File: config.mk
export PLATFORM = sky130hd
export DESIGN_NAME = windowed_min_max_logger
export DESIGN_NICKNAME = d
export VERILOG_FILES = /design/src/rtl/wmm_pkg.sv /design/src/rtl/wmm_ram.sv /design/src/rtl/windowed_min_max_logger.sv
export VERILOG_INCLUDE_DIRS = /design/src /design/src/rtl
export SDC_FILE = /design/constraint.sdc
export NUM_CORES = 1
export LEC_CHECK = 0
export BUFFER_PORTS_ARGS = -buffer_cell sky130_fd_sc_hd__buf_2
export CORE_AREA = 3 3 384 386
export DETAILED_ROUTE_END_ITERATION = 8
export DIE_AREA = 0 0 387 389
export MAX_ROUTING_LAYER = met4
export SLEW_MARGIN = 15
export SYNTH_ARGS = -nofsm -noshare
export SYNTH_HDL_FRONTEND = slang
export SYNTH_SLANG_ARGS = --single-unit
File: constraint.sdc
create_clock -name clk_i -period 4.3 [get_ports clk_i]
set_input_delay 0.86 -clock clk_i [delete_from_list [all_inputs] [get_ports clk_i]]
set_output_delay 0.86 -clock clk_i [all_outputs]
set_load 0.05 [all_outputs]
File: src/rtl/windowed_min_max_logger_defines.svh
// Assertion macros for the windowed min/max logger.
`ifndef WINDOWED_MIN_MAX_LOGGER_DEFINES_SVH
`define WINDOWED_MIN_MAX_LOGGER_DEFINES_SVH

`ifndef SYNTHESIS
// Same-cycle implication, checked at every rising edge outside reset.
`define WMM_ASSERT_IMPL(label, ante, cons) \
  label: assert property (@(posedge clk_i) disable iff (!rst_ni) (ante) |-> (cons)) \
    else $error("windowed_min_max_logger: same-cycle check failed");
// Next-cycle implication, checked at every rising edge outside reset.
`define WMM_ASSERT_NEXT(label, ante, cons) \
  label: assert property (@(posedge clk_i) disable iff (!rst_ni) (ante) |=> (cons)) \
    else $error("windowed_min_max_logger: next-cycle check failed");
`else
`define WMM_ASSERT_IMPL(label, ante, cons)
`define WMM_ASSERT_NEXT(label, ante, cons)
`endif

`endif

File: src/rtl/wmm_pkg.sv
// Shared types and constants for the windowed min/max logger.
`timescale 1ns / 1ps

package wmm_pkg;

  localparam int unsigned DATA_W     = 16;
  localparam int unsigned FILL_OUT_W = 5;

  // Action codes of an input transaction
  localparam logic ACT_PUSH = 1'b0;
  localparam logic ACT_FIND = 1'b1;

  // Cached values before any find, and after a find on an empty ring
  localparam logic signed [DATA_W-1:0] HIGH_SENTINEL = 16'sh8000;
  localparam logic signed [DATA_W-1:0] LOW_SENTINEL  = 16'sh7FFF;

  typedef struct packed {
    logic                     action;
    logic signed [DATA_W-1:0] min_value;
    logic signed [DATA_W-1:0] max_value;
  } wmm_in_t;

  typedef struct packed {
    logic signed [DATA_W-1:0] window_min;
    logic signed [DATA_W-1:0] window_max;
    logic [FILL_OUT_W-1:0]    filled_count;
  } wmm_out_t;

  typedef enum logic [1:0] {
    ST_IDLE,
    ST_SCAN,
    ST_DRAIN,
    ST_FINISH
  } wmm_state_e;

endpackage

File: src/rtl/wmm_ram.sv
// Generic simple dual-port RAM with registered read data.
`timescale 1ns / 1ps

module wmm_ram #(
  parameter int unsigned DATA_W = 16,
  parameter int unsigned DEPTH  = 24,
  parameter int unsigned ADDR_W = $clog2(DEPTH)
) (
  input  logic              clk_i,
  input  logic              wr_en_i,
  input  logic [ADDR_W-1:0] wr_addr_i,
  input  logic [DATA_W-1:0] wr_data_i,
  input  logic              rd_en_i,
  input  logic [ADDR_W-1:0] rd_addr_i,
  output logic [DATA_W-1:0] rd_data_o
);

  logic [DATA_W-1:0] mem_q [DEPTH];
  logic [DATA_W-1:0] rd_data_q;

  // Write port
  always_ff @(posedge clk_i) begin
    if (wr_en_i) begin
      mem_q[wr_addr_i] <= wr_data_i;
    end
  end

  // Read port, registered read data
  always_ff @(posedge clk_i) begin
    if (rd_en_i) begin
      rd_data_q <= mem_q[rd_addr_i];
    end
  end

  assign rd_data_o = rd_data_q;

endmodule

File: src/rtl/windowed_min_max_logger.sv
// Top level of the windowed min/max logger: ring of interval extremes with a scan engine.
//
//  channel | direction | payload  | handshake
//  --------+-----------+----------+------------------------
//  in      | input     | wmm_in_t | in_valid_i / in_stall_o
//  out     | output    | wmm_out_t| out_valid_o / out_stall_i
//
// A push, or a find on an empty ring, loads the result register straight from idle.
// A find on a non-empty ring scans: one entry per cycle from the single read port of
// each store, then a drain state for the read latency and a finish state that loads
// the result once the result register is free; the next transaction is taken in idle.
// Reset clears slot, fill count and cached extremes; the stores need no clearing.
// A new transaction is taken only in idle while the result register is empty or being drained.
`timescale 1ns / 1ps
`include "windowed_min_max_logger_defines.svh"

module windowed_min_max_logger #(
  parameter int unsigned WINDOW_DEPTH = 24
) (
  input  logic              clk_i,
  input  logic              rst_ni,
  input  logic              in_valid_i,
  output logic              in_stall_o,
  input  wmm_pkg::wmm_in_t  in_i,
  output logic              out_valid_o,
  input  logic              out_stall_i,
  output wmm_pkg::wmm_out_t out_o
);

  import wmm_pkg::*;

  localparam int unsigned ADDR_W = $clog2(WINDOW_DEPTH);
  localparam int unsigned CNT_W  = $clog2(WINDOW_DEPTH + 1);

  wmm_state_e state_q, state_d;

  logic [ADDR_W-1:0] slot_q, slot_d;
  logic [CNT_W-1:0]  fill_q, fill_d;
  logic [ADDR_W-1:0] rd_addr_q, rd_addr_d;
  logic              rd_pend_q, rd_first_q;

  logic signed [DATA_W-1:0] cached_hi_q, cached_hi_d;
  logic signed [DATA_W-1:0] cached_lo_q, cached_lo_d;
  logic signed [DATA_W-1:0] hi_acc_q, lo_acc_q;
  logic signed [DATA_W-1:0] hi_rd, lo_rd;

  wmm_out_t out_q, out_d;
  logic     out_valid_q, out_valid_d;

  logic in_acc, out_free, ram_wr_en, ram_rd_en;
  logic push_grow;

  assign out_free    = !out_valid_q || !out_stall_i;
  assign in_stall_o  = !((state_q == ST_IDLE) && out_free);
  assign in_acc      = in_valid_i && !in_stall_o;
  assign out_valid_o = out_valid_q;
  assign out_o       = out_q;

  // Push accepted while the ring still has room
  assign push_grow = in_acc && (in_i.action == ACT_PUSH) && (fill_q < CNT_W'(WINDOW_DEPTH));

  // Ring stores: interval maxima and interval minima
  wmm_ram #(
    .DATA_W (DATA_W),
    .DEPTH  (WINDOW_DEPTH),
    .ADDR_W (ADDR_W)
  ) u_high_store (
    .clk_i     (clk_i),
    .wr_en_i   (ram_wr_en),
    .wr_addr_i (slot_q),
    .wr_data_i (in_i.max_value),
    .rd_en_i   (ram_rd_en),
    .rd_addr_i (rd_addr_q),
    .rd_data_o (hi_rd)
  );

  wmm_ram #(
    .DATA_W (DATA_W),
    .DEPTH  (WINDOW_DEPTH),
    .ADDR_W (ADDR_W)
  ) u_low_store (
    .clk_i     (clk_i),
    .wr_en_i   (ram_wr_en),
    .wr_addr_i (slot_q),
    .wr_data_i (in_i.min_value),
    .rd_en_i   (ram_rd_en),
    .rd_addr_i (rd_addr_q),
    .rd_data_o (lo_rd)
  );

  // Next state, store control and result loading
  always_comb begin
    state_d     = state_q;
    slot_d      = slot_q;
    fill_d      = fill_q;
    rd_addr_d   = rd_addr_q;
    cached_hi_d = cached_hi_q;
    cached_lo_d = cached_lo_q;
    out_d       = out_q;
    out_valid_d = out_valid_q && out_stall_i;
    ram_wr_en   = 1'b0;
    ram_rd_en   = 1'b0;

    unique case (state_q)
      ST_IDLE: begin
        if (in_acc) begin
          if (in_i.action == ACT_PUSH) begin
            ram_wr_en = 1'b1;
            slot_d    = (slot_q == ADDR_W'(WINDOW_DEPTH - 1)) ? '0 : ADDR_W'(slot_q + 1'b1);
            if (fill_q < CNT_W'(WINDOW_DEPTH)) begin
              fill_d = CNT_W'(fill_q + 1'b1);
            end
            out_d       = '{window_min: cached_lo_q, window_max: cached_hi_q,
                            filled_count: FILL_OUT_W'(fill_d)};
            out_valid_d = 1'b1;
          end else if (fill_q == '0) begin
            // Empty ring: fall back to the sentinels
            cached_hi_d = HIGH_SENTINEL;
            cached_lo_d = LOW_SENTINEL;
            out_d       = '{window_min: LOW_SENTINEL, window_max: HIGH_SENTINEL,
                            filled_count: FILL_OUT_W'(fill_q)};
            out_valid_d = 1'b1;
          end else begin
            rd_addr_d = '0;
            state_d   = ST_SCAN;
          end
        end
      end
      ST_SCAN: begin
        // Issue one read per cycle over slots 0 .. fill-1
        ram_rd_en = 1'b1;
        rd_addr_d = ADDR_W'(rd_addr_q + 1'b1);
        if (CNT_W'(CNT_W'(rd_addr_q) + 1'b1) == fill_q) begin
          state_d = ST_DRAIN;
        end
      end
      ST_DRAIN: begin
        state_d = ST_FINISH;
      end
      ST_FINISH: begin
        if (out_free) begin
          cached_hi_d = hi_acc_q;
          cached_lo_d = lo_acc_q;
          out_d       = '{window_min: lo_acc_q, window_max: hi_acc_q,
                          filled_count: FILL_OUT_W'(fill_q)};
          out_valid_d = 1'b1;
          state_d     = ST_IDLE;
        end
      end
      default: begin
        state_d = ST_IDLE;
      end
    endcase
  end

  // Control registers
  always_ff @(posedge clk_i or negedge rst_ni) begin
    if (!rst_ni) begin
      state_q     <= ST_IDLE;
      slot_q      <= '0;
      fill_q      <= '0;
      rd_addr_q   <= '0;
      rd_pend_q   <= 1'b0;
      rd_first_q  <= 1'b0;
      cached_hi_q <= HIGH_SENTINEL;
      cached_lo_q <= LOW_SENTINEL;
      out_valid_q <= 1'b0;
    end else begin
      state_q     <= state_d;
      slot_q      <= slot_d;
      fill_q      <= fill_d;
      rd_addr_q   <= rd_addr_d;
      rd_pend_q   <= ram_rd_en;
      rd_first_q  <= ram_rd_en && (rd_addr_q == '0);
      cached_hi_q <= cached_hi_d;
      cached_lo_q <= cached_lo_d;
      out_valid_q <= out_valid_d;
    end
  end

  // Result payload and running extremes
  always_ff @(posedge clk_i) begin
    out_q <= out_d;
    if (rd_pend_q) begin
      if (rd_first_q || (hi_rd > hi_acc_q)) begin
        hi_acc_q <= hi_rd;
      end
      if (rd_first_q || (lo_rd < lo_acc_q)) begin
        lo_acc_q <= lo_rd;
      end
    end
  end

  // Checks
  `WMM_ASSERT_IMPL(a_fill_bounded, 1'b1, fill_q <= CNT_W'(WINDOW_DEPTH))
  `WMM_ASSERT_IMPL(a_slot_bounded, 1'b1, slot_q <= ADDR_W'(WINDOW_DEPTH - 1))
  `WMM_ASSERT_IMPL(a_scan_in_fill, state_q == ST_SCAN, CNT_W'(rd_addr_q) < fill_q)
  `WMM_ASSERT_NEXT(a_push_grows, push_grow, fill_q == CNT_W'($past(fill_q) + 1'b1))

endmodule
# --- After elaboration in Yosys (flattened, before gate mapping) ---
# Memory sizes are Yosys's and may differ from the RTL's. A register that Yosys moved wholly into a read port is not among the register bits.
# Cells that the tools add are included.
word_totals:
  register_bits: 121
  ram_bits: 768
  output_inout_bits: 39
  word_cells: 95
  n_memories: 2
classes:
  n_addsub: 3
  magnitude_cmp: 3
  n_eq_ne: 12
  muxes: 38
  bitwise: 1
  n_reduce_logical: 22
mem_list:
  columns: ["name", "words", "word_bits", "read_ports", "rd_ports_with_merged_regs", "wr", "line", "rtl"]
  rows:
  - ["u_high_store.mem_q", 24, 16, 1, 1, 1, "wmm_ram.sv:18", "logic [DATA_W-1:0] mem_q [DEPTH];"]
  - ["u_low_store.mem_q", 24, 16, 1, 1, 1, "wmm_ram.sv:18", null]
ops:
  columns: ["cell", "n"]
  rows:
  - ["2-to-1 mux 37 bit", 4]
  - ["2-to-1 mux 16 bit", 8]
  - ["one-hot mux 37 bit (2 select lines)", 1]
  - ["one-hot mux 16 bit (2 select lines)", 2]
  - ["2-to-1 mux 5 bit", 5]
  - ["> comparator 16 bit", 1]
  - ["< comparator 16 bit", 1]
  - ["adder 5 x 1 -> 5 bit (second input constant)", 3]
  - ["zero test 5 bit", 2]
  - ["2-to-1 mux 1 bit", 10]
  - ["2-to-1 mux 2 bit", 5]
  - ["!= test 2 bit (second input constant)", 5]
  - ["one-hot mux 5 bit (2 select lines)", 1]
  - ["AND reduction 5 bit", 2]
  - ["one-hot mux 2 bit (4 select lines)", 1]
  - ["AND reduction 4 bit", 2]
  - ["equality test 5 bit", 1]
  - ["equality test 5 bit (second input constant)", 1]
  - ["< comparator 5 bit (second input constant)", 1]
  - ["equality test 2 bit (second input constant)", 2]
  - ["logical AND 1 bit", 4]
  - ["AND reduction 2 bit", 2]
  - ["nonzero test 2 bit", 2]
  - ["zero test 1 bit", 3]
  - ["8 further kinds", 10]

# --- Logic depth before layout (Yosys ltp) ---
depth:
  ltp_word: 8
  depth_mapped: 10
  mapped_depth_nobuf: 7

# --- By module ---
# Synthesis repeated with hierarchy kept, for this count alone.
unflattened:
  hier_cells: 1935
  area_unflattened_um2: 36676.4
by_module_without_submodules:
  columns: ["module", "n_inst", "cells_per_inst", "area_per_inst_um2"]
  rows:
  - ["wmm_ram", 2, 723, 15414.8]
  - ["windowed_min_max_logger", 1, 489, 5846.9]

# --- Least setup slack after synthesis ---
# No wires, ideal clock.
synth_timing:
  kind: "input port to flip-flop"
  from: "in out_stall_i"
  to: "mem u_high_store.mem_q[12][0], enable pin"
  arrival_time_ns: 3.209
  setup_slack_ns: 0.670
  stages: 5
  cell_sequence: "nand2_1 and4b_1 buf_1 nand2_1 nor2_1"
synth_between:
  elab_chain_cells: 8
synth_lines:
  columns: ["item", "line", "rtl"]
  rows:
  - ["from (decl)", "windowed_min_max_logger.sv:26", "input logic out_stall_i,"]
  - ["zero test 1 bit", "windowed_min_max_logger.sv:53", "assign out_free = !out_valid_q || !out_stall_i;"]
  - ["logical OR 1 bit", "windowed_min_max_logger.sv:53", null]
  - ["logical AND 1 bit", "windowed_min_max_logger.sv:54", "assign in_stall_o = !((state_q == ST_IDLE) && out_free);"]
  - ["logical AND 1 bit", "windowed_min_max_logger.sv:55", "assign in_acc = in_valid_i && !in_stall_o;"]
  - ["2-to-1 mux 1 bit", "windowed_min_max_logger.sv:106", "if (in_acc) begin"]
  - ["2-to-1 mux 1 bit", "windowed_min_max_logger.sv:104", "unique case (state_q)"]
  - ["2-to-1 mux 1 bit", "wmm_ram.sv:23", "if (wr_en_i) begin"]
  - ["2-to-1 mux 1 bit (implied by the code)", "wmm_ram.sv:24", "mem_q[wr_addr_i] <= wr_data_i;"]
  - ["to (decl)", "wmm_ram.sv:18", null]
# Every way passes these cells.

# --- Worst setup path after layout ---
layout_timing:
  from: "reg state_q[0]"
  to: "mem u_high_store.mem_q[5][10], enable pin"
layout_between:
  elab_chain_cells: 7
layout_lines:
  columns: ["item", "line", "rtl"]
  rows:
  - ["from (decl)", "windowed_min_max_logger.sv:35", "wmm_state_e state_q, state_d;"]
  - ["from (signal assigned)", "windowed_min_max_logger.sv:169", "state_q <= state_d;"]
  - ["zero test 2 bit (*)", "windowed_min_max_logger.sv:54, windowed_min_max_logger.sv:104", null]
  - ["logical AND 1 bit", "windowed_min_max_logger.sv:54", null]
  - ["logical AND 1 bit", "windowed_min_max_logger.sv:55", null]
  - ["2-to-1 mux 1 bit", "windowed_min_max_logger.sv:106", null]
  - ["2-to-1 mux 1 bit (*)", "windowed_min_max_logger.sv:104", null]
  - ["2-to-1 mux 1 bit (*)", "wmm_ram.sv:23", null]
  - ["2-to-1 mux 1 bit (implied by the code) (*)", "wmm_ram.sv:24", null]
# Every way passes the cells marked *; elsewhere a longest branch is shown, timed or not.

==> impl_metrics.toml <==
[run_status]
status = "finished clean"

[worst_setup_path]
critical_path.max_fanout = 32
cp-end-kind = "flop"
rrSetupSlack_ps = 1330
critPathKind = "flop to flop"
critPathRequiredTime_ps = 4580
crit_arrival_ps = 3250
crit_path_start_kind = "flop"

[global_routing]
grt_usage = 0.1070
grt_max_degree = 53
antenna_found_initial = 11
grt_pass1_wl_um = 117200
grt_pass1_vias = 17160
grt-ovfl-total = 0

[synthesis]
synth-seq-area-share = 0.7606
synth_ff_type = "edfxtp_1"
netlist_instances = 1776
yosys.area.top_type = "edfxtp_1"
synth.avg_cell_area_um2 = 20.30
ys_warn_count = 0
synthDominantCellAreaShare = 0.7239
syn_nets = 1857
synth_area_um2 = 36050
synth_cell_types = 60
ys_seq_elements = 921
async_reset_ff_frac = 0.05646
synth_area_leaders = "edfxtp_1, mux4_2, mux2i_1"
synth_edf_count = 869

[final_layout]
areaGrowthSynthToFinish_pct = 17.16
nets = 1994
nFillCells = 13890
multi_input_area_um2 = 8250
layout-drive-gt1-share = 0.2581
fin_cells = 3891
seq_area_um2 = 27430

[route]
dr.first_iter.drc_count = 1873
drt-total-wl_um = 79260
dr.pass1.iters = 5
vias_per_cell = 4.388
ant_nets = 0
drc = 0
route.vias.total = 17070
wl_per_cell_um = 20.37

[power_and_ir_drop]
power_density_nw_per_um2 = 594.7
p_int_mw = 17.60
combPwrFrac = 0.240
p_seq_frac = 0.448
leakagePower_nw = 13.19
peakVddDrop_v = 0.0003198
sw_frac_of_total = 0.2991
p_switching_mw = 7.510
p_clk_frac = 0.312

[clocking]
cts_tree = "built"
cts_root_buf = "clkbuf_16"
cts_max_level = 3
postCtsSetupBuffers = 0
cts_hold_buffers = 0
cts_made_buffers = 87
cts.repair.resized = 0
clk_latency_ps = 650
cts_buffer_depth = 3
path_clk_slew_ps = 70
cts.sinks = 921

[placed_design]
dp_worst_setup_slack_ps = 942.2
dp_cells = 3727
portBuffers = 75
finalWeightedCongestion = 0.7602
hpwlAfterDp_um = 50680

[floorplan]
initial_core_util = 0.2506
die_w_um = 387
dieArea_um2 = 150500
pin_count = 76
std_cell_rows = 139
fp.dieH_um = 389
core_area_um2 = 143800

[timing]
setup_violations = 0
finalHoldViolCount = 0
period_share = 0.6900
period_minus_slack_ps = 2967
tightest_slew_ps = 1131
tns_ps = 0
max_freq_ghz = 0.3371
max-slew-margin-rel = 0.2459
rsz0062_at_grt = "false"
setup_slack_ps = 1333
whs_ps = 147.5
maxSlewViolCount = 0
clock_skew_ps = 22.41

[hold_path]
hp-class = "primary input to asynchronous set/reset pin"

[run]
drv_cap = 0
[flip-flops by register name (all words and copies together), names as in the netlist, 2 cells and up]
register and count:
hi_acc_q 16, u_low_store.rd_data_o 16, fill_q 5, u_high_store.mem_q 384, cached_hi_q 16, u_high_store.rd_data_o 16, u_low_store.mem_q 384, out_o 37
state_q 2, lo_acc_q 16, rd_addr_q 5, slot_q 5, cached_lo_q 16
[cells in the mapped netlist (all sizes together) (6+ instances only)]
cell / n
dfstp: 16
nand4: 10
o21ai: 30
dfrtp: 36
a22o: 32
a21oi: 57
xnor2: 8
nor2b: 8
a21o: 6
nand3: 7
ha: 44
nand2: 84
a31oi: 21
mux4: 192
edfxtp: 869
buf: 57
inv: 43
mux2i: 99
nor2: 71
clkbuf: 29
[final timing paths]
path | from | end | cells after the start
max | state_q[0] | u_high_store.mem_q[5][10] | 7
max in group asynchronous | rst_ni | cached_hi_q[15] | 2
min in group clk_i | u_high_store.rd_data_o[0] | hi_acc_q[0] | 0
max reg2reg | state_q[0] | u_high_store.mem_q[5][10] | 7
min reg2reg | u_high_store.rd_data_o[0] | hi_acc_q[0] | 0
min | rst_ni | fill_q[0] | 1
[per-stage QoR]
stage | util | total power [mW] | instance area (um2)
after CTS | 0.2936 | 25.41 | 42220
after detailed placement | 0.2733 | 17.57 | 39320
after global placement | 0.2733 | 17.52 | 39320
after floorplan | - | 15.59 | 36050
after global routing | 0.2936 | 26.27 | 42230
final | 0.2936 | 25.11 | 42230
[worst max-delay path: stages, from the launching register on]
cell and delay [ps]:
dfrtp_1 410, inv_1 150, ha_1 330, and4b_1 580, nand2_1 270, buf_4 260
nor2_4 100, buf_4 450
[routing by layer]
layer  part of all wire  vias to the layer above  wire [um]  global-route usage
li1                   -                     7498          -                   -
met1               0.48                     8994      37670              0.1554
met2               0.44                      481      34930              0.1537
met3              0.069                      101       5440             0.02381
met4              0.015                        0       1220             0.02102
met5                  0                        -          0                   -
[cell type report]
type	instances	area share
Sequential cell	921	0.6495
Multi-Input combinational cell	726	0.1954
Tap cell	1903	0.05638
Clock buffer	112	0.05626
Timing Repair Buffer	134	0.02589
Clock inverter	48	0.01256
Inverter	43	0.003822
Antenna cell	4	0.0002370
[power groups by stage]
stage | sequential (mW) | combinational (mW) | clock (mW)
after floorplan | 11.9 | 3.71 | 0
after global placement | 11.4 | 6.08 | 0
after detailed placement | 11.5 | 6.11 | 0
after CTS | 11.3 | 6.13 | 8.01
after global routing | 11.3 | 6.56 | 8.37
final | 11.3 | 6.03 | 7.83
[kinds of logic after synthesis]
family / count (synthesis) / synth area share
fa+ha+maj: 44 / 0.01527
mux: 294 / 0.1484
xor+xnor: 11 / 0.002673
simple gates: 210 / 0.02631
buf+inv: 129 / 0.01659
flops: 921 / 0.7606
compound gates: 167 / 0.03016
[cells in the final DEF, fill, tap and decap left out, types with 3 or more instances in the layout]
cell type and count:
mux2i_1 99, and2_1 3, dfrtp_4 3, bufinv_16 10, nand4_1 10, ha_1 42, and3_1 3, nor2b_1 7
inv_6 4, o21ai_0 28, clkbuf_16 91, dfstp_2 16, nand2b_1 4, a21o_1 6, xnor2_1 8, clkinv_2 11
dfrtp_1 32, nor2_1 45, clkbuf_1 19, nand2_1 84, a22o_1 32, mux4_2 192, mux2_2 3, clkinv_1 18
buf_12 22, buf_2 75, a21oi_1 57, edfxtp_1 869, nor2_4 26, inv_1 43, nand3_1 7, diode_2 4
buf_4 37, a31oi_1 20, nor3_1 3, xor2_1 3
(Power assumes the default switching activity.)
